[src/rtl/core/umdu_pkg.sv]
// ============================================================================
// umdu_pkg: shared types and constants of the unsigned multiply/divide unit
// Holds the operation codes, field widths and the control and status
// structs that pass between the top level and the bit-serial engine.
// ============================================================================
`default_nettype none

package umdu_pkg;

    localparam int unsigned KIND_W  = 2;
    localparam int unsigned FIELD_W = 32;

    localparam logic [KIND_W-1:0] KIND_MUL = 2'd0;
    localparam logic [KIND_W-1:0] KIND_QUO = 2'd1;
    localparam logic [KIND_W-1:0] KIND_REM = 2'd2;

    typedef struct packed {
        logic              start;
        logic              take;
        logic [KIND_W-1:0] kind;
    } eng_ctrl_t;

    typedef struct packed {
        logic idle;
        logic done;
    } eng_stat_t;

endpackage

`default_nettype wire

[src/rtl/core/umdu_engine.sv]
// ============================================================================
// umdu_engine: bit-serial shift-and-add multiplier and restoring divider
// Retires one multiplier bit or one quotient bit per clock and holds the
// finished result until the top level takes it.
// ============================================================================
`default_nettype none

module umdu_engine #(
    parameter int unsigned DATA_WIDTH = 32
) (
    input  wire logic                  clk,
    input  wire logic                  rst_n,
    input  wire umdu_pkg::eng_ctrl_t   ctrl,
    input  wire logic [DATA_WIDTH-1:0] a_in,
    input  wire logic [DATA_WIDTH-1:0] b_in,
    output umdu_pkg::eng_stat_t        stat,
    output logic [DATA_WIDTH-1:0]      result
);

    localparam int unsigned CNT_W = $clog2(DATA_WIDTH);
    localparam logic [CNT_W-1:0] CNT_LAST = CNT_W'(DATA_WIDTH - 1);

    localparam logic [1:0] ST_IDLE = 2'd0;
    localparam logic [1:0] ST_RUN  = 2'd1;
    localparam logic [1:0] ST_DONE = 2'd2;

    logic [1:0]                  state_reg, state_next;
    logic [CNT_W-1:0]            cnt_reg, cnt_next;
    logic [umdu_pkg::KIND_W-1:0] kind_reg, kind_next;
    logic [DATA_WIDTH-1:0]       a_reg, a_next;
    logic [DATA_WIDTH-1:0]       b_reg, b_next;
    logic [DATA_WIDTH-1:0]       acc_reg, acc_next;
    logic [DATA_WIDTH:0]         rem_shift;
    logic [DATA_WIDTH:0]         diff;

    assign rem_shift = {acc_reg, a_reg[DATA_WIDTH-1]};
    assign diff      = rem_shift - {1'b0, b_reg};

    always_comb
    begin
        state_next = state_reg;
        cnt_next   = cnt_reg;
        kind_next  = kind_reg;
        a_next     = a_reg;
        b_next     = b_reg;
        acc_next   = acc_reg;
        case (state_reg)
            ST_IDLE:
            begin
                if (ctrl.start)
                begin
                    state_next = ST_RUN;
                    cnt_next   = '0;
                    kind_next  = ctrl.kind;
                    a_next     = a_in;
                    b_next     = b_in;
                    acc_next   = '0;
                end
            end
            ST_RUN:
            begin
                if (kind_reg == umdu_pkg::KIND_MUL)
                begin
                    if (b_reg[0])
                    begin
                        acc_next = acc_reg + a_reg;
                    end
                    a_next = {a_reg[DATA_WIDTH-2:0], 1'b0};
                    b_next = {1'b0, b_reg[DATA_WIDTH-1:1]};
                end
                else
                begin
                    if (!diff[DATA_WIDTH])
                    begin
                        acc_next = diff[DATA_WIDTH-1:0];
                    end
                    else
                    begin
                        acc_next = rem_shift[DATA_WIDTH-1:0];
                    end
                    a_next = {a_reg[DATA_WIDTH-2:0], ~diff[DATA_WIDTH]};
                end
                cnt_next = cnt_reg + 1'b1;
                if (cnt_reg == CNT_LAST)
                begin
                    state_next = ST_DONE;
                end
            end
            ST_DONE:
            begin
                if (ctrl.take)
                begin
                    state_next = ST_IDLE;
                    if (ctrl.start)
                    begin
                        state_next = ST_RUN;
                        cnt_next   = '0;
                        kind_next  = ctrl.kind;
                        a_next     = a_in;
                        b_next     = b_in;
                        acc_next   = '0;
                    end
                end
            end
            default:
            begin
                state_next = ST_IDLE;
            end
        endcase
    end

    always_ff @(posedge clk or negedge rst_n)
    begin
        if (!rst_n)
        begin
            state_reg <= ST_IDLE;
            cnt_reg   <= '0;
        end
        else
        begin
            state_reg <= state_next;
            cnt_reg   <= cnt_next;
        end
    end

    always_ff @(posedge clk)
    begin
        kind_reg <= kind_next;
        a_reg    <= a_next;
        b_reg    <= b_next;
        acc_reg  <= acc_next;
    end

    always_comb
    begin
        case (kind_reg)
            umdu_pkg::KIND_MUL: result = acc_reg;
            umdu_pkg::KIND_QUO: result = a_reg;
            umdu_pkg::KIND_REM: result = (b_reg == '0) ? '1 : acc_reg;
            default:            result = '0;
        endcase
    end

    assign stat.idle = (state_reg == ST_IDLE);
    assign stat.done = (state_reg == ST_DONE);

endmodule

`default_nettype wire

[src/rtl/core/unsigned_mul_div_unit_core.sv]
// ============================================================================
// unsigned_mul_div_unit_core: bit-serial unsigned multiply / divide unit
// Low product word, quotient or remainder of two unsigned operands.
// ============================================================================
// Usage: an input transaction carries the operation kind in s_axis_tuser
// (0 multiply low word, 1 quotient, 2 remainder) and the operands in
// s_axis_tdata. One result transaction leaves on m_axis_tdata for each
// input transaction, in order. A zero divisor gives all ones for both the
// quotient and the remainder; the unused kind gives zero.
// The engine retires one operand bit per cycle in its shift registers
// while an operation runs; the finished result then passes to the output
// register, which drives m_axis_tvalid. A new transaction is taken only
// once the engine has handed its previous result over, at the earliest
// in the same cycle as that handoff.
// The output register lets the engine start the next operation while a
// result waits; if the receiver stalls further, the engine holds its
// finished result and s_axis_tready stays low until the output frees.
// Reset clears the control state: nothing in flight, no output valid.
// Operand bits above DATA_WIDTH are ignored and results are zero-extended.
// ============================================================================
`default_nettype none

module unsigned_mul_div_unit_core #(
    parameter int unsigned DATA_WIDTH = 32
) (
    input  wire logic        clk,
    input  wire logic        rst_n,
    input  wire logic        s_axis_tvalid,
    output logic             s_axis_tready,
    input  wire logic [63:0] s_axis_tdata,  // operand_a [31:0], operand_b [63:32]
    input  wire logic [1:0]  s_axis_tuser,  // kind [1:0]
    output logic             m_axis_tvalid,
    input  wire logic        m_axis_tready,
    output logic [31:0]      m_axis_tdata   // result [31:0]
);

    umdu_pkg::eng_ctrl_t   ctrl;
    umdu_pkg::eng_stat_t   stat;
    logic [DATA_WIDTH-1:0] eng_result;
    logic                  handoff;
    logic                  out_valid_reg, out_valid_next;
    logic [31:0]           out_data_reg, out_data_next;

    assign handoff       = stat.done && (!out_valid_reg || m_axis_tready);
    assign s_axis_tready = stat.idle || handoff;

    assign ctrl.start = s_axis_tvalid && s_axis_tready;
    assign ctrl.take  = handoff;
    assign ctrl.kind  = s_axis_tuser;

    umdu_engine #(
        .DATA_WIDTH (DATA_WIDTH)
    ) u_engine (
        .clk    (clk),
        .rst_n  (rst_n),
        .ctrl   (ctrl),
        .a_in   (s_axis_tdata[DATA_WIDTH-1:0]),
        .b_in   (s_axis_tdata[32+DATA_WIDTH-1:32]),
        .stat   (stat),
        .result (eng_result)
    );

    always_comb
    begin
        out_valid_next = out_valid_reg;
        out_data_next  = out_data_reg;
        if (m_axis_tready)
        begin
            out_valid_next = 1'b0;
        end
        if (handoff)
        begin
            out_valid_next = 1'b1;
            out_data_next  = 32'(eng_result);
        end
    end

    always_ff @(posedge clk or negedge rst_n)
    begin
        if (!rst_n)
        begin
            out_valid_reg <= 1'b0;
        end
        else
        begin
            out_valid_reg <= out_valid_next;
        end
    end

    always_ff @(posedge clk)
    begin
        out_data_reg <= out_data_next;
    end

    assign m_axis_tvalid = out_valid_reg;
    assign m_axis_tdata  = out_data_reg;

endmodule

`default_nettype wire

[config.mk]
export PLATFORM = sky130hd
export DESIGN_NAME = unsigned_mul_div_unit_core
export DESIGN_NICKNAME = d
export VERILOG_FILES = /design/src/rtl/core/umdu_pkg.sv /design/src/rtl/core/umdu_engine.sv /design/src/rtl/core/unsigned_mul_div_unit_core.sv
export SDC_FILE = /design/constraint.sdc
export NUM_CORES = 1
export LEC_CHECK = 0
export BUFFER_PORTS_ARGS = -buffer_cell sky130_fd_sc_hd__buf_2
export CAP_MARGIN = 5
export CORE_MARGIN = 10
export CORE_UTILIZATION = 45
export CTS_CLUSTER_SIZE = 12
export DETAILED_ROUTE_END_ITERATION = 10
export PLACE_DENSITY = 0.76
export SLEW_MARGIN = 20
export SYNTH_ARGS = -nofsm -noshare
export SYNTH_HDL_FRONTEND = slang
export SYNTH_SLANG_ARGS = --single-unit
[constraint.sdc]
create_clock -name clk -period 4.1 [get_ports clk]
set_input_delay 0.41 -clock clk [delete_from_list [all_inputs] [get_ports clk]]
set_output_delay 0.41 -clock clk [all_outputs]
set_load 0.02 [all_outputs]
Yosys cells after proc, flatten, opt, wreduce, memory -nomap -nowiden
Cells that the tools add are included.

storage, ports and cells
  register bits = 138
  input port bits = 70
  word-level logic and storage cells = 67

operators by class
  $add $sub $neg = 3
  equal/unequal tests = 10
  mux-type cells = 29
  bitwise logic cells = 1
  reduce and logical (&&, ||, !) cells = 16

operators with widths
  cell                 number
  $pmux 32 s3          4
  $mux 32              11
  $sub 33x32->33       1
  $add 32x32->32       1
  $logic_not 32->1     1
  $pmux 5 s3           1
  $mux 2               5
  $mux 5               2
  $reduce_and 3->1     3
  $ne 2x1->1 const B   3
  $pmux 2 s3           1
  $add 5x1->5 const B  1
  $eq 5x5->1 const B   1
  $eq 2x1->1 const B   2
  $eq 2x2->1 const B   2
  $logic_not 2->1      2
  $mux 1               4
  $pmux 2 s2           1
  $reduce_and 2->1     2
  $reduce_bool 2->1    2
  $ne 3x2->1 const B   1
  $reduce_bool 3->1    1
  $logic_and 1x1->1    2
  $logic_or 1x1->1     2
  other kinds (3)      3

Logic depth before layout (Yosys ltp)
  word-level depth = 8
  mapped depth = 13
  gate-level depth less buffers = 12

Hierarchy
From an unflattened synthesis, not the netlist that was laid out.

second synthesis, totals
  cells, all modules = 1096
  area total of the unflattened synthesis = 9952.0 um2

modules (own cells, without submodules)
  module                      instances  cells an instance  area each (um2)  sequential area each (um2)
  umdu_engine                 1          1057               8912.3           3118.0
  unsigned_mul_div_unit_core  1          39                 1039.7           985.9

Worst setup path before layout
No wires, ideal clock.

  kind = register to register
  start = register out_valid_reg (netlist: m_axis_tvalid)
  end = register u_engine.acc_reg[0] (enable)
  library setup time = 0.391 ns
  arrival = 2.942 ns
  required time = 3.709 ns
  slack = 0.768 ns
  stages on the path, launching flop included = 6
  buffers on the path = 0
  cell sequence = dfrtp_1 nor2b_1 a21oi_1 nand2_1 nand2_1 o21a_1

on the way
  longest elaborated chain between the ends = 5

RTL lines
  what                               line                              RTL
  start: declaration                 unsigned_mul_div_unit_core.sv:41  logic out_valid_reg, out_valid_next;
  start signal: assignment           unsigned_mul_div_unit_core.sv:86  out_valid_reg <= out_valid_next;
  $logic_not 1->1                    unsigned_mul_div_unit_core.sv:44  assign handoff = stat.done && (!out_valid_reg || m_axis_tready);
  $logic_or 1x1->1                   unsigned_mul_div_unit_core.sv:44
  $logic_and 1x1->1                  unsigned_mul_div_unit_core.sv:44
  $ne 2x1->1 (no source line)        -
  $reduce_and 3->1 (no source line)  -
  end signal: assignment             umdu_engine.sv:131                acc_reg <= acc_next;
  end: declaration                   umdu_engine.sv:32                 logic [DATA_WIDTH-1:0] acc_reg, acc_next;

No other way between the ends.
A chain may end at the register's enable or synchronous reset.

Final worst setup path
  start = register u_engine.b_reg[0]
  end = register u_engine.acc_reg[1], data pin

on the way
  longest elaborated chain between the ends = 4

RTL lines
  what                      line                RTL
  start: declaration        umdu_engine.sv:31   logic [DATA_WIDTH-1:0] b_reg, b_next;
  start signal: assignment  umdu_engine.sv:130  b_reg <= b_next;
  $sub 33x32->33            umdu_engine.sv:37   assign diff = rem_shift - {1'b0, b_reg};
  $mux 32                   umdu_engine.sv:73   if (!diff[DATA_WIDTH])
  $mux 32                   umdu_engine.sv:62   if (kind_reg == umdu_pkg::KIND_MUL)
  $pmux 32 s3               umdu_engine.sv:47   case (state_reg)

No other way between the ends.

==> metrics.md <==
| Metric | Value |
|---|---|
| Core area | `21020 um2` |
| Area Growth Syn to Fin | `14.30%` |
| Flops & latches, synth | `138` |
| Clk_skew | `10.14 ps` |
| Hold WC Path Type | `in -> reg` |
| Io pins | `104` |
| Final Critical Period | `3541 ps` |
| Setup_tns | `0 ps` |
| Synth Flop Type | `edfxtp_1` |
| Layout cells sized above 1 | `0.1396` |
| Clock share of power | `0.134` |
| Net Switching | `5.514 mW` |
| R2r startpoint | `u_engine.b_reg[0]$_DFFE_PP_` |
| Post-layout util | `0.5241` |
| Peak supply drop | `480.5 uV` |
| CTS Buf Count | `17` |
| FP Rows | `53` |
| H-tree levels | `4` |
| PostCTS Resize Cnt | `0` |
| Gr usage total | `0.1988` |
| Die H | `166.4 um` |
| Fmax | `282.4 MHz` |
| Drt initial violations | `862` |
| Dpl hpwl | `21.13 mm` |
| Worst EP arrival | `3720 ps` |
| Buffers on Ports | `103` |
| Placer congestion estimate | `0.9620` |
| Logic pwr share | `0.614` |
| R2R cell count | `11` |
| Remaining antenna violation count | `0` |
| Avg WL per Cell | `20.09 um` |
| Worst-margin pin slew | `1051 ps` |
| Worst Hold Depth | `1` |
| Synth warnings | `0` |
| Total of max-cap violations | `0` |
| Total gr overflow | `0` |
| Worst Setup Start Kind | `flip-flop` |
| Root Driver | `clkbuf_16` |
| Clk pin slew, worst setup/hold paths | `60 ps` |
| Critical R2R Capture | `u_engine.acc_reg[1]$_SDFFCE_PN0P_` |
| PnR worst setup slack | `558.9 ps` |
| Via count | `8526` |
| Largest net degree at the start of global routing | `78` |
| Cell Pwr Density | `1066 nW/um2` |
| Final period util | `0.8637` |
| Sequential Power Share | `0.252` |
| Placed cell count | `1396` |
| TritonCTS clock tree | `built` |
| EDFF count, synth | `130` |
| Setup WS pre-CTS | `617.9 ps` |
| Max Root-Sink Buffers | `2` |
| Die width | `166.4 um` |
| WP data required | `4280 ps` |
| Average cell area after synthesis | `9.137 um2` |
| Post-Route WL | `28.68 mm` |
| Final cell count without fillers | `1428` |
| Synth Instances | `1055` |
| Cell variety after synth | `66` |
| RSZ-0062 raised after global routing | `no` |
| Drt pass-1 iters | `5` |
| Post-Syn Nets | `1192` |
| Crit. End Element | `flip-flop` |
| Die area | `27670 um2` |
| # diodes | `0` |
| # DRC | `0` |
| Max Fanout on Critical Path | `22` |
| HP Start | `s_axis_tuser[0]` |
| Post-layout net count | `1278` |
| Clock latency on the worst-skew pair | `430 ps` |
| Worst hold path endpoint | `u_engine.kind_reg[0]$_DFFE_PP_` |
| Sequential area share after synthesis | `0.4258` |
| Starting Density | `0.4585` |
| Commonest non-fill, non-tap cell in the layout | `nand2_1` |
| Reg2Reg Setup Slack | `560 ps` |
| Outcome | `finished, final reports clean` |
| Initial antenna violation count | `0` |
| Sw Share | `0.4694` |
| Asr flop ratio synth | `0.05797` |
| Pleak | `4.649 nW` |
| Slew margin rel. | `0.2990` |
| CP Class | `reg -> reg` |
| Via/cell ratio | `5.971` |
| Commonest non-fill, non-tap cells in the layout | `nand2_1, edfxtp_1, o21ai_0, buf_2, ha_1` |
| Final hold violation count | `0` |
| First-pass GRT wire length | `44.46 mm` |
| Critical Path Start | `u_engine.b_reg[0]$_DFFE_PP_` |
| Post-CTS Setup Repair Bufs | `0` |
| # setup viols final | `0` |
| Pins Over Slew Limit | `0` |
| Int Pwr | `6.233 mW` |
| Post-Syn Area | `9639 um2` |
| Clock net sink count | `138` |
| Vias in the first global route | `8218` |
how the worst max path moves through the flow:
stage | slack [ps] | cells past startpoint | endpoint
floorplan | 770 | 5 | u_engine.acc_reg[0]$_SDFFCE_PN0P_
global placement | 690 | 12 | u_engine.acc_reg[1]$_SDFFCE_PN0P_
detailed placement | 620 | 12 | u_engine.acc_reg[28]$_SDFFCE_PN0P_
CTS | 610 | 12 | u_engine.acc_reg[28]$_SDFFCE_PN0P_
global route | 410 | 13 | u_engine.acc_reg[12]$_SDFFCE_PN0P_
finish | 560 | 11 | u_engine.acc_reg[1]$_SDFFCE_PN0P_
metal layers:
layer	up-vias	track usage	share of wire
li1	4080	-	-
met1	4001	0.2387	0.41
met2	374	0.3381	0.49
met3	71	0.04165	0.064
met4	0	0.08324	0.037
met5	-	0	0
critical path, cell delays in order, from the launching register on:
cell and delay, ps:
edfxtp_1 430, ha_1 250, fa_1 410, nand2b_1 210, a21oi_2 240, o211ai_4 130
a2111o_1 490, and3b_4 220, or3_4 350, nand2_4 220, nor2_1 70, o31a_1 270
what timing repair did:
item	in CTS	in global routing
setup endpoints to repair	0	0
hold endpoints to repair	8	0
hold buffers	1	0
power by group through the flow:
stage,sequential (mW),clock [mW],combinational (mW)
3_5_place_dp,2.97,0,7.04
5_1_grt,3.01,1.64,7.93
2_1_floorplan,2.73,0,5.45
3_3_place_gp,2.96,0,6.97
4_1_cts,2.95,1.58,7.10
6_report,2.97,1.57,7.21
cell type report:
cell class / instances / area [um2]
clock inverters: 12 / 148.9
flip-flops and latches: 138 / 4104
inverters: 51 / 191.4
well taps: 275 / 344.1
clock buffers: 19 / 432.9
fillers: 1947 / 10000
multi-input cells: 816 / 5161
repair buffers: 117 / 635.6
kinds of logic after synthesis:
kind of cell	share of synthesized area
AND/OR/NAND/NOR	0.1671
AO/OA/AOI/OAI	0.2169
flip-flops	0.4258
buffers and inverters	0.04115
adder cells (fa/ha/maj)	0.08853
XOR/XNOR	0.04816
multiplexers	0.01246
metrics by stage:
| step | instance area, um2 | total power [mW] | hold slack (ps) |
|---|---|---|---|
| after floorplan | 9639 | 8.187 | 114.4 |
| after global placement | 10430 | 9.927 | 261.7 |
| after detailed placement | 10430 | 10.00 | 259.2 |
| after CTS | 11020 | 11.63 | 146.2 |
| after global routing | 11020 | 12.58 | 136.3 |
| final | 11020 | 11.75 | 151.6 |
cell usage after synthesis, types with 15 or more instances:
master / instances / area, um2
nand2_1: 204 / 765.7
ha_1: 65 / 813.3
a221o_1: 23 / 230.2
nand2b_1: 17 / 106.4
a21o_1: 20 / 150.1
xnor2_1: 29 / 254.0
nor2_1: 42 / 157.7
nand3_1: 27 / 135.1
o21ai_0: 103 / 515.5
clkbuf_1: 41 / 153.9
a21oi_1: 59 / 295.3
xor2_1: 24 / 210.2
a31oi_1: 22 / 137.6
nor3_1: 15 / 75.07
edfxtp_1: 130 / 3904
inv_1: 50 / 187.7
No activity file was read; power rests on OpenSTA's default activity.
